File: src/design/froxel_fog_column_integrator_assert.svh
// Assertion macros for the froxel fog column integrator.
// Each macro expects clk and arst_n in scope.
`ifndef FROXEL_FOG_COLUMN_INTEGRATOR_ASSERT_SVH
`define FROXEL_FOG_COLUMN_INTEGRATOR_ASSERT_SVH

// same-cycle implication
`define FFCI_ASSERT_IMP(label, ante, cons, msg) \
	label: assert property (@(posedge clk) disable iff (!arst_n) (ante) |-> (cons)) \
		else $error(msg);

// next-cycle implication
`define FFCI_ASSERT_NXT(label, ante, cons, msg) \
	label: assert property (@(posedge clk) disable iff (!arst_n) (ante) |=> (cons)) \
		else $error(msg);

`endif

File: src/design/ffci_pkg.sv
// ----------------------------------------------------------------------------
// ffci_pkg
// Types and constants shared by the froxel fog column integrator.
// ----------------------------------------------------------------------------
package ffci_pkg;

	localparam int EXT_W   = 24;
	localparam int INS_W   = 24;
	localparam int THK_W   = 24;
	localparam int SUM_W   = 32;
	localparam int TRANS_W = 17;
	localparam int FLOOR_W = 16;
	localparam int OD_W    = 40;
	localparam int X_W     = 37;
	localparam int K_W     = 6;
	localparam int DIV_N_W = 33;
	localparam int DIV_D_W = 24;
	localparam int A_W     = 25;
	localparam int C_W     = 42;

	localparam logic [FLOOR_W-1:0] FLOOR_RESET = 16'd7;
	localparam logic [31:0]        LN2_Q32     = 32'd2977044472;
	// floor(2^52 / LN2_Q32): od * K_RECIP >> 36 is k or k - 1
	localparam logic [20:0]        K_RECIP     = 21'd1512775;
	localparam logic [32:0]        ONE_Q32     = 33'h1_0000_0000;
	localparam logic [TRANS_W-1:0] ONE_Q16     = 17'h1_0000;
	localparam logic [OD_W-1:0]    DEEP_LIMIT  = 40'd2097152;
	localparam logic [3:0]         SERIES_TERMS = 4'd12;
	localparam int                 QUEUE_DEPTH_DEFAULT = 2;

	typedef struct packed {
		logic             column_start;
		logic [EXT_W-1:0] extinction;
		logic [INS_W-1:0] inscatter_red;
		logic [INS_W-1:0] inscatter_green;
		logic [INS_W-1:0] inscatter_blue;
		logic [THK_W-1:0] slice_thickness;
	} in_beat_t;

	typedef struct packed {
		logic [SUM_W-1:0]   sum_red;
		logic [SUM_W-1:0]   sum_green;
		logic [SUM_W-1:0]   sum_blue;
		logic [TRANS_W-1:0] light_passing;
	} out_beat_t;

	typedef struct packed {
		logic               column_start;
		logic [INS_W-1:0]   ins_red;
		logic [INS_W-1:0]   ins_green;
		logic [INS_W-1:0]   ins_blue;
		logic [DIV_N_W-1:0] factor;
		logic [TRANS_W-1:0] t16;
	} slice_t;

	typedef struct packed {
		logic               start;
		logic [DIV_N_W-1:0] dividend;
		logic [DIV_D_W-1:0] divisor;
	} div_req_t;

endpackage

File: src/design/ffci_back.sv
// ----------------------------------------------------------------------------
// ffci_back
// Accumulates weighted inscatter and transmittance, drives result beats.
// ----------------------------------------------------------------------------
module ffci_back import ffci_pkg::*; (
	input  logic      clk,
	input  logic      arst_n,
	output logic      pop,
	input  slice_t    pop_data,
	input  logic      empty,
	output logic      out_valid,
	input  logic      out_ready,
	output out_beat_t out_data
);

	localparam logic [2:0] B_IDLE = 3'd0;
	localparam logic [2:0] B_MA   = 3'd1;
	localparam logic [2:0] B_MC   = 3'd2;
	localparam logic [2:0] B_ADD  = 3'd3;
	localparam logic [2:0] B_PF   = 3'd4;
	localparam logic [2:0] B_OUT  = 3'd5;

	logic [2:0]         state_q;
	slice_t             item_q;
	logic [1:0]         col_q;
	logic [SUM_W-1:0]   acc_q [3];
	logic [TRANS_W-1:0] pf_q;
	logic [A_W-1:0]     a_q;
	logic [C_W-1:0]     c_q;
	logic               out_valid_q;
	out_beat_t          out_q;

	logic [INS_W-1:0]   ins_sel;
	logic [40:0]        mul_a;
	logic [57:0]        mul_c;
	logic [C_W:0]       acc_sum;
	logic [SUM_W-1:0]   acc_sat;
	logic [33:0]        pf_prod;
	logic               load;

	always_comb begin
		case (col_q)
			2'd0:    ins_sel = item_q.ins_red;
			2'd1:    ins_sel = item_q.ins_green;
			default: ins_sel = item_q.ins_blue;
		endcase
	end

	assign mul_a   = 41'(pf_q) * 41'(ins_sel);
	assign mul_c   = 58'(a_q) * 58'(item_q.factor);
	assign acc_sum = (C_W + 1)'(acc_q[col_q]) + (C_W + 1)'(c_q);
	assign acc_sat = (acc_sum[C_W:SUM_W] != '0) ? '1 : acc_sum[SUM_W-1:0];
	assign pf_prod = 34'(pf_q) * 34'(item_q.t16) + 34'd32768;
	assign pop     = (state_q == B_IDLE) && !empty;
	assign load    = (state_q == B_OUT) && (!out_valid_q || out_ready);

	always_ff @(posedge clk or negedge arst_n) begin
		if (!arst_n) begin
			state_q     <= B_IDLE;
			col_q       <= '0;
			acc_q[0]    <= '0;
			acc_q[1]    <= '0;
			acc_q[2]    <= '0;
			pf_q        <= ONE_Q16;
			out_valid_q <= 1'b0;
		end else begin
			if (load) out_valid_q <= 1'b1;
			else if (out_ready) out_valid_q <= 1'b0;
			unique case (state_q)
				B_IDLE: begin
					if (!empty) begin
						col_q <= '0;
						if (pop_data.column_start) begin
							acc_q[0] <= '0;
							acc_q[1] <= '0;
							acc_q[2] <= '0;
							pf_q     <= ONE_Q16;
						end
						state_q <= B_MA;
					end
				end
				B_MA: state_q <= B_MC;
				B_MC: state_q <= B_ADD;
				B_ADD: begin
					acc_q[col_q] <= acc_sat;
					col_q        <= col_q + 1'b1;
					state_q      <= (col_q == 2'd2) ? B_PF : B_MA;
				end
				B_PF: begin
					pf_q    <= pf_prod[32:16];
					state_q <= B_OUT;
				end
				B_OUT: if (load) state_q <= B_IDLE;
				default: state_q <= B_IDLE;
			endcase
		end
	end

	always_ff @(posedge clk) begin
		if (pop) item_q <= pop_data;
		if (state_q == B_MA) a_q <= mul_a[40:16];
		if (state_q == B_MC) c_q <= mul_c[57:16];
		if (load) begin
			out_q.sum_red       <= acc_q[0];
			out_q.sum_green     <= acc_q[1];
			out_q.sum_blue      <= acc_q[2];
			out_q.light_passing <= pf_q;
		end
	end

	assign out_valid = out_valid_q;
	assign out_data  = out_q;

endmodule

File: config.mk
export PLATFORM = sky130hd
export DESIGN_NAME = ffci_back
export DESIGN_NICKNAME = d
export VERILOG_FILES = /design/src/design/froxel_fog_column_integrator_assert.svh /design/src/design/ffci_pkg.sv /design/src/design/ffci_back.sv
export SDC_FILE = /design/constraint.sdc
export NUM_CORES = 2
export LEC_CHECK = 0
export BUFFER_PORTS_ARGS = -buffer_cell sky130_fd_sc_hd__buf_4
export CORE_MARGIN = 1.5
export CORE_UTILIZATION = 35
export DETAILED_ROUTE_END_ITERATION = 12
export PLACE_DENSITY = 0.55
export SLEW_MARGIN = 40
export SYNTH_ARGS = -nofsm -noshare
export SYNTH_HDL_FRONTEND = slang
export SYNTH_SLANG_ARGS = --single-unit
File: constraint.sdc
create_clock -name clk -period 20.9 [get_ports clk]
set_clock_uncertainty 0.05 [all_clocks]
set_input_delay 6.27 -clock clk [delete_from_list [all_inputs] [get_ports clk]]
set_output_delay 6.27 -clock clk [all_outputs]
set_load 0.1 [all_outputs]
==> flow_metrics.tcl <==
set metrics [dict create \
    status "finished, final reports clean" \
    final_util_pct 38.8 \
    max_freq_mhz 72.2 \
    die-area_sq_um 186000 \
    nets 8538 \
    clockBufferDepth 3 \
    cts_tree "built" \
    synthArstFlopShare_pct 28.3 \
    via_per_inst 5.01 \
    critPathSlowestCell "buf_4" \
    ys.flop_type "edfxtp_1" \
    clockRootBuffer "clkbuf_16" \
    ctsResizeCount 0 \
    drc_errors 0 \
    drt_iter0_drc 2855 \
    syn_area_sq_um 64100 \
    period_needed_ns 13.84 \
    synthTopCellsByArea "fa_1 39%, edfxtp_1 14%, ha_1 8.8%" \
    antenna_found_initial 1 \
    yosysTopAreaCellShare_pct 39.4 \
    hold_depth 0 \
    hpwl_um 129000 \
    cpPeakStageDelay_ns 0.41 \
    startpoint_type "primary input" \
    syn_to_final_growth_pct 9.95 \
    ctsHtreeMaxLevel 2 \
    path_cells "buf_4, inv_1, nand3_1, nor2_4, buf_4, buf_4" \
    rr_worst_depth 32 \
    synth-seq-cells 421 \
    hold_buffers 0 \
    avgSynthCellArea_sq_um 9.67 \
    fp.coreArea_sq_um 181000 \
    io_pins 242 \
    postCtsSetupBuffers 0 \
    slew_headroom_pct 44.8 \
    finalHoldViolations 0 \
    fp-row-count 156 \
    fin_setup_tns_ns 0 \
    synth-edff-count 302 \
    min_period_over_period_pct 66.2 \
    routed_wirelength_um 180000 \
    worst_ep_arrival_time_ns 7.52 \
    crit_required_ns 14.58 \
    setup_viol 0 \
    worstSetupEndpointType "output pin" \
    yosysWarnings 0 \
    critPathMostFrequentCell "buf_4" \
    hp-class "flip-flop to flip-flop" \
    clock_sinks 421 \
    path_max_fanout 32 \
    antenna_left 0 \
    io_buffers 241 \
    cts_buffers 51 \
    filler_cell_count 17897 \
    slew_viol_final 0 \
    critPathKind "primary input to output pin" \
    grt_util_all_layers_pct 19.9 \
    yosysSeqAreaShare_pct 18.8 \
    vias 45655 \
    clk_latency_ns 0.69 \
    yosys.area.top_type "fa_1" \
    start_util_pct 35.3 \
    grt_pass1_wl_um 286000 \
    drv_cap 0 \
    synth.most_common_cell "inv_1" \
    worstMarginPinSlew_ns 0.829 \
    synth_nets 8464 \
    fp.dieH_um 431 \
    rsz0062_at_grt "no" \
    grt_overflow 0 \
    firstDrtPassIters 6 \
    synthTopCellsByCount "1,419 x inv_1, 1,260 x fa_1, 1,164 x nand2_1" \
    grt_max_degree 97 \
    gp_congestion 0.847 \
    wl_per_cell_um 19.8 \
    synth_cells 6627 \
    grt_pass1_vias 49370 \
    die_x_um 431 \
    clk_pin_slew_ns 0.06 \
    drive_above_1_share_pct 7.43 \
    synth_cell_types 76 \
]
cell usage in the layout, fill, tap and decap left out, drive strengths merged, types with 99 or more instances in the layout:
cell,Yosys,layout
a21oi,230,230
and2,586,586
buf,19,360
dfrtp,118,118
edfxtp,302,302
fa,1260,1260
ha,450,450
inv,1419,1426
nand2,1164,1164
o21ai,99,99
per-layer routing:
layer  vias up  share of wire [%]  global-route usage, %
met5         -                  0                      0
met4         0                3.4                   6.22
met3       305                5.0                   2.37
met2      1302                 50                   35.0
met1     23803                 42                   25.4
li1      20245                  -                      -
area by class of cell:
type | count | area, sq um | area share (%)
Clock inverter | 36 | 527 | 0.748
Inverter | 1420 | 5330 | 7.57
Timing Repair Buffer | 360 | 2740 | 3.90
Antenna cell | 1 | 2.50 | 0.00355
Multi-Input combinational cell | 4447 | 45500 | 64.5
Tap cell | 2370 | 2970 | 4.21
Sequential cell | 421 | 12100 | 17.1
Clock buffer | 60 | 1350 | 1.92
path summary, 6_finish.rpt:
path / start / end / slack (ns)
hold reg to reg: acc_q[70] / out_data[87] / 0.45
setup / recovery: empty / pop / 7.06
max in group asynchronous: arst_n / pf_q[11] / 14.13
min in group asynchronous: arst_n / acc_q[13] / 5.51
hold / removal: acc_q[70] / out_data[87] / 0.45
setup reg to reg: col_q[1] / a_q[20] / 11.67
kinds of logic (layout without fill, tap and decap cells):
| family | count (synthesis) | after routing | synth area share (%) |
|---|---|---|---|
| xor+xnor | 116 | 116 | 1.60 |
| simple gates | 1977 | 1977 | 14.4 |
| buf+inv | 1759 | 1876 | 10.4 |
| flops | 421 | 421 | 18.8 |
| mux | 33 | 33 | 0.518 |
| compound gates | 611 | 611 | 6.14 |
| fa+ha+maj | 1710 | 1710 | 48.2 |
| other cells | 0 | 1 | 0 |
flip-flops by register name, summed over array words and instances (netlist names):
register   flops
a_q           25
pf_q          17
c_q           42
state_q        3
item_q       122
out_data     113
out_valid      1
acc_q         96
col_q          2
stage by stage:
stage | worst slack, ns | instance area [sq um] | std cells | hold slack [ns]
finish | 7.06 | 70400 | 9115 | 0.454
global route | 6.95 | 70400 | 9115 | 0.472
CTS | 7.01 | 70400 | 9110 | 0.455
detailed placement | 7.01 | 68500 | 9014 | 0.440
global placement | 7.02 | 68500 | 9014 | 0.430
floorplan | 1.87 | 64100 | 6627 | 0.415
critical path: cells and delay by family:
kind                   cells  cell delay (ns)
and+or+nand+nor            2             0.26
buffers and inverters      4             0.96
Power is left out: the tool's default activity adds up to more than one toggle a clock period on the data nets, which glitch-free logic cannot reach.
