==> src/design/froxel_fog_column_integrator_assert.svh <==
// Assertion macros for the froxel fog column integrator.
// Each macro expects clk and arst_n in scope.
`ifndef FROXEL_FOG_COLUMN_INTEGRATOR_ASSERT_SVH
`define FROXEL_FOG_COLUMN_INTEGRATOR_ASSERT_SVH

// same-cycle implication
`define FFCI_ASSERT_IMP(label, ante, cons, msg) \
	label: assert property (@(posedge clk) disable iff (!arst_n) (ante) |-> (cons)) \
		else $error(msg);

// next-cycle implication
`define FFCI_ASSERT_NXT(label, ante, cons, msg) \
	label: assert property (@(posedge clk) disable iff (!arst_n) (ante) |=> (cons)) \
		else $error(msg);

`endif

==> src/design/ffci_pkg.sv <==
// ----------------------------------------------------------------------------
// ffci_pkg
// Types and constants shared by the froxel fog column integrator.
// ----------------------------------------------------------------------------
package ffci_pkg;

	localparam int EXT_W   = 24;
	localparam int INS_W   = 24;
	localparam int THK_W   = 24;
	localparam int SUM_W   = 32;
	localparam int TRANS_W = 17;
	localparam int FLOOR_W = 16;
	localparam int OD_W    = 40;
	localparam int X_W     = 37;
	localparam int K_W     = 6;
	localparam int DIV_N_W = 33;
	localparam int DIV_D_W = 24;
	localparam int A_W     = 25;
	localparam int C_W     = 42;

	localparam logic [FLOOR_W-1:0] FLOOR_RESET = 16'd7;
	localparam logic [31:0]        LN2_Q32     = 32'd2977044472;
	// floor(2^52 / LN2_Q32): od * K_RECIP >> 36 is k or k - 1
	localparam logic [20:0]        K_RECIP     = 21'd1512775;
	localparam logic [32:0]        ONE_Q32     = 33'h1_0000_0000;
	localparam logic [TRANS_W-1:0] ONE_Q16     = 17'h1_0000;
	localparam logic [OD_W-1:0]    DEEP_LIMIT  = 40'd2097152;
	localparam logic [3:0]         SERIES_TERMS = 4'd12;
	localparam int                 QUEUE_DEPTH_DEFAULT = 2;

	typedef struct packed {
		logic             column_start;
		logic [EXT_W-1:0] extinction;
		logic [INS_W-1:0] inscatter_red;
		logic [INS_W-1:0] inscatter_green;
		logic [INS_W-1:0] inscatter_blue;
		logic [THK_W-1:0] slice_thickness;
	} in_beat_t;

	typedef struct packed {
		logic [SUM_W-1:0]   sum_red;
		logic [SUM_W-1:0]   sum_green;
		logic [SUM_W-1:0]   sum_blue;
		logic [TRANS_W-1:0] light_passing;
	} out_beat_t;

	typedef struct packed {
		logic               column_start;
		logic [INS_W-1:0]   ins_red;
		logic [INS_W-1:0]   ins_green;
		logic [INS_W-1:0]   ins_blue;
		logic [DIV_N_W-1:0] factor;
		logic [TRANS_W-1:0] t16;
	} slice_t;

	typedef struct packed {
		logic               start;
		logic [DIV_N_W-1:0] dividend;
		logic [DIV_D_W-1:0] divisor;
	} div_req_t;

endpackage

==> src/design/ffci_fifo.sv <==
// ----------------------------------------------------------------------------
// ffci_fifo
// Short slice queue between the front and back halves.
// ----------------------------------------------------------------------------
module ffci_fifo import ffci_pkg::*; #(
	parameter int DEPTH = QUEUE_DEPTH_DEFAULT
) (
	input  logic   clk,
	input  logic   arst_n,
	input  logic   push,
	input  slice_t push_data,
	output logic   full,
	input  logic   pop,
	output slice_t pop_data,
	output logic   empty
);

	localparam int PTR_W = $clog2(DEPTH);
	localparam int CNT_W = $clog2(DEPTH + 1);

	slice_t           mem_q [DEPTH];
	logic [PTR_W-1:0] wr_ptr_q;
	logic [PTR_W-1:0] rd_ptr_q;
	logic [CNT_W-1:0] cnt_q;

	assign full     = cnt_q == CNT_W'(DEPTH);
	assign empty    = cnt_q == '0;
	assign pop_data = mem_q[rd_ptr_q];

	always_ff @(posedge clk or negedge arst_n) begin
		if (!arst_n) begin
			wr_ptr_q <= '0;
			rd_ptr_q <= '0;
			cnt_q    <= '0;
		end else begin
			if (push) wr_ptr_q <= (wr_ptr_q == PTR_W'(DEPTH - 1)) ? '0 : wr_ptr_q + 1'b1;
			if (pop) rd_ptr_q <= (rd_ptr_q == PTR_W'(DEPTH - 1)) ? '0 : rd_ptr_q + 1'b1;
			if (push && !pop) cnt_q <= cnt_q + 1'b1;
			else if (pop && !push) cnt_q <= cnt_q - 1'b1;
		end
	end

	always_ff @(posedge clk) begin
		if (push) mem_q[wr_ptr_q] <= push_data;
	end

endmodule

==> config.mk <==
export PLATFORM = sky130hd
export DESIGN_NAME = ffci_fifo
export DESIGN_NICKNAME = d
export VERILOG_FILES = /design/src/design/froxel_fog_column_integrator_assert.svh /design/src/design/ffci_pkg.sv /design/src/design/ffci_fifo.sv
export SDC_FILE = /design/constraint.sdc
export NUM_CORES = 1
export LEC_CHECK = 0
export BUFFER_PORTS_ARGS = -buffer_cell sky130_fd_sc_hd__buf_2
export CORE_MARGIN = 2
export CORE_UTILIZATION = 37
export CTS_BUF_LIST = sky130_fd_sc_hd__clkbuf_8
export DETAILED_ROUTE_END_ITERATION = 6
export GPL_ROUTABILITY_DRIVEN = 1
export PLACE_DENSITY_LB_ADDON = 0.15
export SLEW_MARGIN = 10
export SYNTH_ARGS = -nofsm -noshare
export SYNTH_HDL_FRONTEND = slang
export SYNTH_SLANG_ARGS = --single-unit
==> constraint.sdc <==
create_clock -name clk -period 6 [get_ports clk]
set_clock_uncertainty 0.2 [all_clocks]
set_input_delay 0.9 -clock clk [delete_from_list [all_inputs] [get_ports clk]]
set_output_delay 0.9 -clock clk [all_outputs]
set_load 0.03 [all_outputs]
==> results.tsv, run 1 <==
metric	value	unit
Total Wirelength	17.9	mm
Die H	163	um
Net Sw Power	2070	uW
Std-Cell Rows	58	
Slew @ Worst Pin	1.16	ns
Synth Flop Type	edfxtp_1	
# diodes	0	
Buffers on Ports	251	
Reg clk slew, reported paths	0.06	ns
Min-Delay Path Class	reg2reg	
share of flip-flops with an asynchronous set or reset	1.60	%
final hold vios	0	
largest stage delay on the critical path	0.81	ns
XOR/XNOR Fraction of Synth Area	0.471	%
Peak Freq	272	MHz
first-pass GRT wire length	26.8	mm
Synth Area in Adders	0.134	%
Lkg Pwr	0.00460	uW
vias in the first global route	4941	
cts bufs inserted	41	
register area share after synthesis	80.5	%
Comb pwr share	36.2	%
Clock Power Share	21.6	%
post-synthesis mux area share	17.3	%
synthesized cell area	0.00930	sq mm
Setup TNS	0	ns
Routed Antenna Nets	0	
hpwl dp	11.6	mm
initial antenna violation count	3	
Crit Path Class	reg2out	
flops & latches, synth	250	
Worst Path Required	4.90	ns
status	finished clean	
part of the power in registers	42.2	%
routed len/inst	17.2	um
count of cell types in the netlist	13	
RSZ-0062 raised after global routing	false	
drt drc	0	
total track usage	13.2	%
clk_lat worst skew	0.51	ns
Setup-failing EPs final	0	
Max Cap Viol	0	
worst path bufs/invs	2	
syn nets	527	
Net Sw Frac	35.5	%
Vias/cell	4.49	
Max stage delay cell, worst path	dfrtp_4	
most area-consuming cells after synthesis	edfxtp_1 79%, mux2_4 9.7%, mux2_2 7.6%	
Initial DRC Count	274	
Placeable Area	0.0250	sq mm
die width	163	um
Layout Utilization	46.6	%
count leader, synth	edfxtp_1	
Compound-Gate Fraction of Synth Area	0	%
Synth Instances	399	
GRT Residual Overflow	0	
simple-gate area share of the yosys netlist	0.282	%
clk buf depth	3	
Clock Sinks	250	
cell family with most CP delay	flip-flops	
router iterations before antenna repair	4	
Post-CTS Resized	0	
largest net degree at the start of global routing	86	
root buffer cell	clkbuf_8	
Layout Nets	813	
Synth area leader	edfxtp_1	
routed vias	4684	
placer congestion estimate	0.720	
Power Density	502	mW/mm^2
CTS tree	yes	
post-layout minimum cycle time	3.68	ns
top-area cell type share of the netlist area	79.4	%
EDFF count, synth	246	
largest family of logic cells by synthesized area	multiplexers	
Initial Utilization	37.3	%
CP cell instances	buf_12 > mux2_2 > buf_2	
Layout area overhead	25.0	%
Critical Path Start Type	flip-flop	
Commonest cells post-synth	246 x edfxtp_1, 63 x mux2_2, 60 x mux2_4, 8 x buf_6, 6 x buf_2	
Crit Path Max Fanout	85	
die footprint	0.0264	sq mm
VDD IR max	0.255	mV
Int Power	3770	uW
Top Ports	252	
Critical Path End Type	output port	
CP arrival	2.58	ns
H-Tree Depth	2	
Yosys warnings	0	
Max-slew headroom	22.5	%
final slew viol count	0	
post-route clock period utilization	61.3	%
layout cells sized above 1	59.8	%
Avg Cell Area, Syn	23.3	sq um
final cells by class:
cell class | count | area, sq um
sequential | 250 | 7490
clock inverter | 29 | 114
timing repair buffer | 257 | 1320
multi-input combinational | 134 | 1700
fill | 2243 | 13300
inverter | 1 | 3.75
tap | 330 | 413
clock buffer | 43 | 592
logic make-up after synthesis:
logic type / after synthesis
adders and majority gates: 1
buffers and inverters: 15
and+or+nand+nor: 5
muxes: 123
xor gates and xnor gates: 5
DFF: 250
power groups by stage:
stage	clock network (uW)	logic [uW]	registers, uW
detailed placement	0	2140	2510
global placement	0	2120	2490
floorplan	0	1690	2450
CTS	1330	2150	2470
global route	1400	2230	2500
finish	1260	2110	2460
worst reg2reg max path, cell delays in order (launching register included):
cell,delay (ns)
dfrtp_1,0.42
and2_4,0.17
buf_4,0.83
registers in the layout (all words and copies together), names as in the netlist:
register and cells:
mem_q 246, cnt_q 2, rd_ptr_q 1, wr_ptr_q 1
metrics by stage:
stage	setup WS (ns)	hold WS (ns)	instances	instance area, sq um	power, uW
2_1_floorplan	1.25	0.256	399	9310	4140
3_3_place_gp	2.89	0.273	971	10900	4610
3_5_place_dp	2.86	0.284	971	10900	4650
4_1_cts	2.27	0.297	1044	11600	5950
5_1_grt	2.18	0.322	1044	11600	6140
6_report	2.32	0.296	1044	11600	5840
layer usage:
layer,GRT usage [%],up-vias,wire length (um)
met3,6.32,42,2130
met2,20.5,206,8110
li1,-,2164,-
met1,16.3,2268,7280
met5,0,-,20
met4,4.67,4,407
cell usage in the layout (no fill, tap or decap), drive strengths merged:
cell	count
and2	1
ha	1
mux2	123
nor2b	2
xnor2	1
dfrtp	4
edfxtp	246
clkbuf	43
buf	256
nor2	2
dlygate4sd3	1
clkinvlp	1
clkinv	9
xor2	4
inv	20
timing repair:
action | 4_1_cts | 5_1_grt
hold endpoints to repair | 4 | 0
setup endpoints to repair | 0 | 0
setup buffers | 0 | 0
hold buffers | 1 | 0
path summary, 6_finish.rpt:
kind	from	endpoint	slack (ns)	cells past startpoint
max	rd_ptr_q	pop_data[10]	2.32	3
min	cnt_q[1]	cnt_q[1]	0.30	1
max reg2reg	wr_ptr_q	mem_q[1][45]	3.90	2
min reg2reg	cnt_q[1]	cnt_q[1]	0.30	1
max in group asynchronous	arst_n	rd_ptr_q	4.92	2
min in group asynchronous	arst_n	cnt_q[0]	0.54	2
No activity file was read; power rests on OpenSTA's default activity.
==> inputs of run 2 (changes only) <==
- clock period: 6 -> 3.9 ns (I/O delays scaled with it)
==> run 2 against run 1 <==
Design area increased by 1.1%. Worst hold slack got worse by 0.25 ns. Routed wire length up 0.25%. Largest power group unchanged. Global-route usage fell by 0.26 points. Combinational power increased by 56%. Register-to-register slack worse by 2.0 ns. Die area unchanged. Sequential power grew 53%.
==> results.tsv, run 2 (same netlist as run 1, synthesis figures left out) <==
metric	value	unit	change
status	finished clean		unchanged
largest stage delay on the critical path	0.71	ns	was 0.81 ns
Die H	163	um	unchanged
Post-CTS Resized	0		unchanged
Layout Nets	818		was 813
area of the multi-input gates	0.00170	sq mm	unchanged
H-Tree Depth	2		unchanged
Placeable Area	0.0250	sq mm	unchanged
met3 usage	6.57	%	was 6.32%
Setup TNS	0	ns	unchanged
RSZ-0062 raised after global routing	false		unchanged
Register Area	0.00749	sq mm	unchanged
GRT Residual Overflow	0		unchanged
Buffers on Ports	251		unchanged
drt drc	0		unchanged
Worst Path Required	3.12	ns	was 4.90 ns
Critical Path Start Type	flip-flop		unchanged
flop2flop setup slack	1.92	ns	was 3.90 ns
Largest regs	mem_q: 246 flops, cnt_q: 2 flops		unchanged
R2R depth	2		unchanged
die width	163	um	unchanged
Lkg Pwr	0.00467	uW	was 0.00460 uW
layout cells sized above 1	60.3	%	was 59.8%
Hold Path Depth	1		unchanged
VDD IR max	0.488	mV	was 0.255 mV
Reg clk slew, reported paths	0.06	ns	about the same
clk_lat worst skew	0.52	ns	was 0.51 ns
hpwl dp	11.6	mm	about the same
most common cell after layout, fill and taps aside	buf_2		unchanged
Critical Path End Type	output port		unchanged
Total Wirelength	18.0	mm	was 17.9 mm
Max-slew headroom	31.6	%	was 22.5%
Setup-failing EPs final	0		unchanged
CTS tree	yes		unchanged
Crit Path Max Fanout	33		was 85
Initial Utilization	37.3	%	unchanged
destination of the worst hold path	mem_q[0][12]		was cnt_q[1]
Std-Cell Rows	58		unchanged
most frequent cells in the layout	251 x buf_2, 246 x edfxtp_1, 63 x mux2_2		unchanged
Routed Antenna Nets	0		unchanged
Crit Path Class	reg2out		unchanged
Vias/cell	4.46		was 4.49
RR Startpoint	wr_ptr_q		unchanged
r2r endpoint	mem_q[0][60]		was mem_q[1][45]
clk buf depth	3		unchanged
DP Area	0.0109	sq mm	about the same
total track usage	13.0	%	was 13.2%
Max stage delay cell, worst path	dfrtp_4		unchanged
final slew viol count	0		unchanged
placer congestion estimate	0.692		was 0.720
routed len/inst	17.1	um	was 17.2 um
routed vias	4696		was 4684
final hold vios	0		unchanged
post-layout minimum cycle time	3.09	ns	
Top Ports	252		unchanged
post-route clock period utilization	79.2	%	
final cell count without fillers	1054		was 1044
Hold Startpoint	push_data[12]		was cnt_q[1]
Power Density	784	mW/mm^2	was 502 mW/mm^2
first-pass GRT wire length	26.2	mm	was 26.8 mm
Peak Freq	324	MHz	
vias in the first global route	4984		was 4941
max reg flops	246		unchanged
CP cell instances	buf_4 > mux2_2 > buf_2		was buf_12 > mux2_2 > buf_2
total placed cells including tap cells	973		was 971
largest net degree at the start of global routing	80		was 86
Biggest register	mem_q		unchanged
gr busiest metal	met2		unchanged
router iterations before antenna repair	4		unchanged
Layout area overhead	26.5	%	was 25.0%
Max Cap Viol	0		unchanged
die footprint	0.0264	sq mm	unchanged
postcts setup bufs	0		unchanged
root buffer cell	clkbuf_8		unchanged
Min-Delay Path Class	in2reg		was reg2reg
Final Instance Area	0.0118	sq mm	was 0.0116 sq mm
initial antenna violation count	4		was 3
fill count	2199		was 2243
cts bufs inserted	43		was 41
Clock Sinks	250		unchanged
met1 Resource Use GR	15.6	%	was 16.3%
Slew @ Worst Pin	1.03	ns	was 1.16 ns
Initial DRC Count	245		was 274
CP arrival	2.31	ns	was 2.58 ns
met2 Usage GRT	20.3	%	was 20.5%
==> run 2: cell types whose count changed in the layout (fill, tap and decap cells not counted), moves of 2 or more <==
cell       before  now
bufinv_16       0    2
clkbuf_8       43   45
clkinv_1        8    5
clkinv_2        1    4
diode_2         0    3
==> run 2: critical path: cells and delay by family (launching register included) <==
family   cells  cell delay (ns)
buf+inv      2             0.66
flops        1             0.71
mux          1             0.39
==> run 2: worst max-delay path by stage <==
stage / from / end / slack [ns] / cells past startpoint
after floorplan: push / mem_q[0][0] / 0.83 / 1
after detailed placement: rd_ptr_q / pop_data[114] / 1.31 / 3
final: rd_ptr_q / pop_data[4] / 0.81 / 3
after global placement: rd_ptr_q / pop_data[121] / 1.34 / 3
after global routing: rd_ptr_q / pop_data[4] / 0.66 / 3
after CTS: rd_ptr_q / pop_data[4] / 0.72 / 3
==> run 2: metal layers <==
layer | part of all wire (%) | up-vias
met5 | 0.18 | -
met4 | 2.0 | 4
met3 | 11 | 36
met2 | 46 | 205
met1 | 41 | 2272
li1 | - | 2179
==> run 2: final cells by class <==
type                            instances  share of cell area (%)
Timing Repair Buffer                  260                    11.5
Tap cell                              330                    3.51
Sequential cell                       250                    63.7
Inverter                                1                  0.0319
Antenna cell                            3                  0.0638
Multi-Input combinational cell        134                    14.5
Clock buffer                           45                    5.26
Clock inverter                         31                    1.48
==> run 2: stage by stage <==
stage                     total power [uW]  hold slack (ns)  util, %  worst slack [ns]
after global routing                  9660         0.000413     47.1             0.660
after detailed placement              7180            0.197     43.8              1.31
final                                 9220           0.0443     47.1             0.810
after CTS                             9380          0.00247     47.1             0.724
after floorplan                       6330           0.0894        -             0.833
after global placement                7130            0.196     43.8              1.34
==> run 2: report_power, final <==
| part | total (uW) | switching (uW) | internal [uW] |
|---|---|---|---|
| sequential | 3760 | 186 | 3570 |
| clock | 2160 | 963 | 1190 |
| combinational | 3300 | 2080 | 1220 |
| total | 9220 | 3230 | 5990 |
==> run 2: repair_timing <==
| item | CTS | global route |
|---|---|---|
| hold endpoints to repair | 4 | 2 |
| endpoints found under the setup margin | 0 | 0 |
| hold buffers | 1 | 1 |
==> inputs of run 3 (changes only) <==
- clock period: 3.9 -> 3.08 ns (I/O delays scaled with it)
==> run 3 against run 2 <==
Non-clock buffer count increased by 124. Worst setup slack worse by 0.31 ns. Combinational power up 35%. Routed wire length rose by 4.5%. Critical endpoint is now pop_data[98]. Utilization rose by 4.9 points. Total power increased by 27%. Largest power group unchanged. Largest cell class unchanged.
==> results.tsv, run 3 (same netlist as run 1, synthesis figures left out) <==
metric	value	unit	change
Critical Path End Type	output port		unchanged
cts bufs inserted	42		was 43
r2r endpoint	mem_q[1][50]		was mem_q[0][60]
post-route clock period utilization	83.9	%	
Worst Path Required	2.42	ns	was 3.12 ns
Peak Freq	387	MHz	
Setup-failing EPs final	0		unchanged
Clock Sinks	250		unchanged
# diodes	0		was 3
CTS tree	yes		unchanged
Placeable Area	0.0250	sq mm	unchanged
Max Cap Viol	0		unchanged
hpwl dp	11.5	mm	was 11.6 mm
Slew @ Worst Pin	0.400	ns	was 1.03 ns
Std-Cell Rows	58		unchanged
Post-CTS Resized	0		unchanged
Largest regs	mem_q: 246 flops, cnt_q: 2 flops		unchanged
VDD IR max	0.530	mV	was 0.488 mV
max reg flops	246		unchanged
CP cell instances	buf_4 > mux2_2 > buf_2		unchanged
CP arrival	1.92	ns	was 2.31 ns
Layout Utilization	52.0	%	was 47.1%
Power Density	901	mW/mm^2	was 784 mW/mm^2
H-Tree Depth	2		unchanged
DP Area	0.0110	sq mm	was 0.0109 sq mm
Initial Utilization	37.3	%	unchanged
total track usage	13.9	%	was 13.0%
final hold vios	0		unchanged
Max-slew headroom	73.3	%	was 31.6%
GRT Residual Overflow	0		unchanged
Lkg Pwr	0.00516	uW	was 0.00467 uW
Layout area overhead	39.6	%	was 26.5%
largest net degree at the start of global routing	64		was 80
root buffer cell	clkbuf_8		unchanged
post-layout minimum cycle time	2.58	ns	
routed len/inst	16.0	um	was 17.1 um
Min-Delay Path Class	in2async		was in2reg
Layout Nets	941		was 818
R2R depth	2		unchanged
flop2flop setup slack	1.35	ns	was 1.92 ns
Post-CTS Hold Fix Bufs	126		was 1
Biggest register	mem_q		unchanged
layout cells sized above 1	51.5	%	was 60.3%
placer congestion estimate	0.760		was 0.692
clk_lat worst skew	0.51	ns	was 0.52 ns
RR Startpoint	wr_ptr_q		unchanged
Max stage delay cell, worst path	dfrtp_4		unchanged
most common cell after layout, fill and taps aside	buf_2		unchanged
initial antenna violation count	0		was 4
Setup TNS	0	ns	unchanged
Initial DRC Count	249		was 245
first-pass GRT wire length	28.7	mm	was 26.2 mm
routed vias	5154		was 4696
Vias/cell	4.39		was 4.46
Crit Path Class	reg2out		unchanged
Top Ports	252		unchanged
largest stage delay on the critical path	0.45	ns	was 0.71 ns
Total Wirelength	18.8	mm	was 18.0 mm
die width	163	um	unchanged
Reg clk slew, reported paths	0.06	ns	about the same
clk buf depth	3		unchanged
status	finished clean		unchanged
Routed Antenna Nets	0		unchanged
die footprint	0.0264	sq mm	unchanged
final slew viol count	0		unchanged
Final Instance Area	0.0130	sq mm	was 0.0118 sq mm
drt drc	0		unchanged
Critical Path Start Type	flip-flop		unchanged
Crit Path Max Fanout	31		was 33
vias in the first global route	5542		was 4984
router iterations before antenna repair	4		unchanged
RSZ-0062 raised after global routing	false		unchanged
postcts setup bufs	0		unchanged
Buffers on Ports	251		unchanged
most frequent cells in the layout	251 x buf_2, 246 x edfxtp_1, 126 x dlygate4sd3_1		was 251 x buf_2, 246 x edfxtp_1, 63 x mux2_2
Die H	163	um	unchanged
run 3: cell types whose count changed in the layout (fill, tap and decap cells not counted):
cell / delta
inv_1: -3
clkinv_2: +1
dlygate4sd3_1: +124
buf_4: -4
clkinv_1: +2
buf_12: +4
diode_2: -3
bufinv_16: -2
run 3: worst max path at each step:
stage | startpoint | end | slack [ns] | depth (start not counted)
floorplan | push | mem_q[0][0] | 0.14 | 1
global placement | rd_ptr_q | pop_data[121] | 1.04 | 3
detailed placement | rd_ptr_q | pop_data[121] | 1.03 | 3
CTS | rd_ptr_q | pop_data[121] | 0.45 | 3
global route | rd_ptr_q | pop_data[109] | 0.39 | 3
finish | rd_ptr_q | pop_data[98] | 0.50 | 3
run 3: critical path: cells and delay by family (launching register included):
family   cells  cell delay [ns]
buf+inv      2             0.55
flops        1             0.45
mux          1             0.40
run 3: stage by stage:
step | setup WS (ns) | hold WS, ns | total power, uW | std cells
2_1_floorplan | 0.136 | -0.0336 | 8020 | 399
3_3_place_gp | 1.04 | 0.0767 | 9070 | 973
3_5_place_dp | 1.03 | 0.0798 | 9130 | 973
4_1_cts | 0.445 | 0.0503 | 11900 | 1173
5_1_grt | 0.392 | 0.0524 | 12300 | 1173
6_report | 0.496 | 0.0977 | 11700 | 1173
run 3: per-layer routing:
metal	share of wire (%)	track usage [%]	up-vias
met2	46	22.3	216
met1	42	17.3	2473
met3	9.2	4.89	46
li1	-	-	2419
met4	2.5	5.31	0
met5	0	0	-
run 3: cell type report:
cell class                      count  area (sq um)
Tap cell                          330           413
Inverter                            1          3.75
Timing Repair Buffer              384          2650
Clock inverter                     29           115
Fill cell                        2094         12000
Multi-Input combinational cell    134          1700
Sequential cell                   250          7490
Clock buffer                       45           619
run 3: power by group:
| group | internal, uW | leakage [uW] | total, uW | switching, uW |
|---|---|---|---|---|
| Combinational | 1700 | 0.00237 | 4440 | 2740 |
| Clock | 1340 | 0.000445 | 2580 | 1240 |
| Sequential | 4520 | 0.00235 | 4680 | 166 |
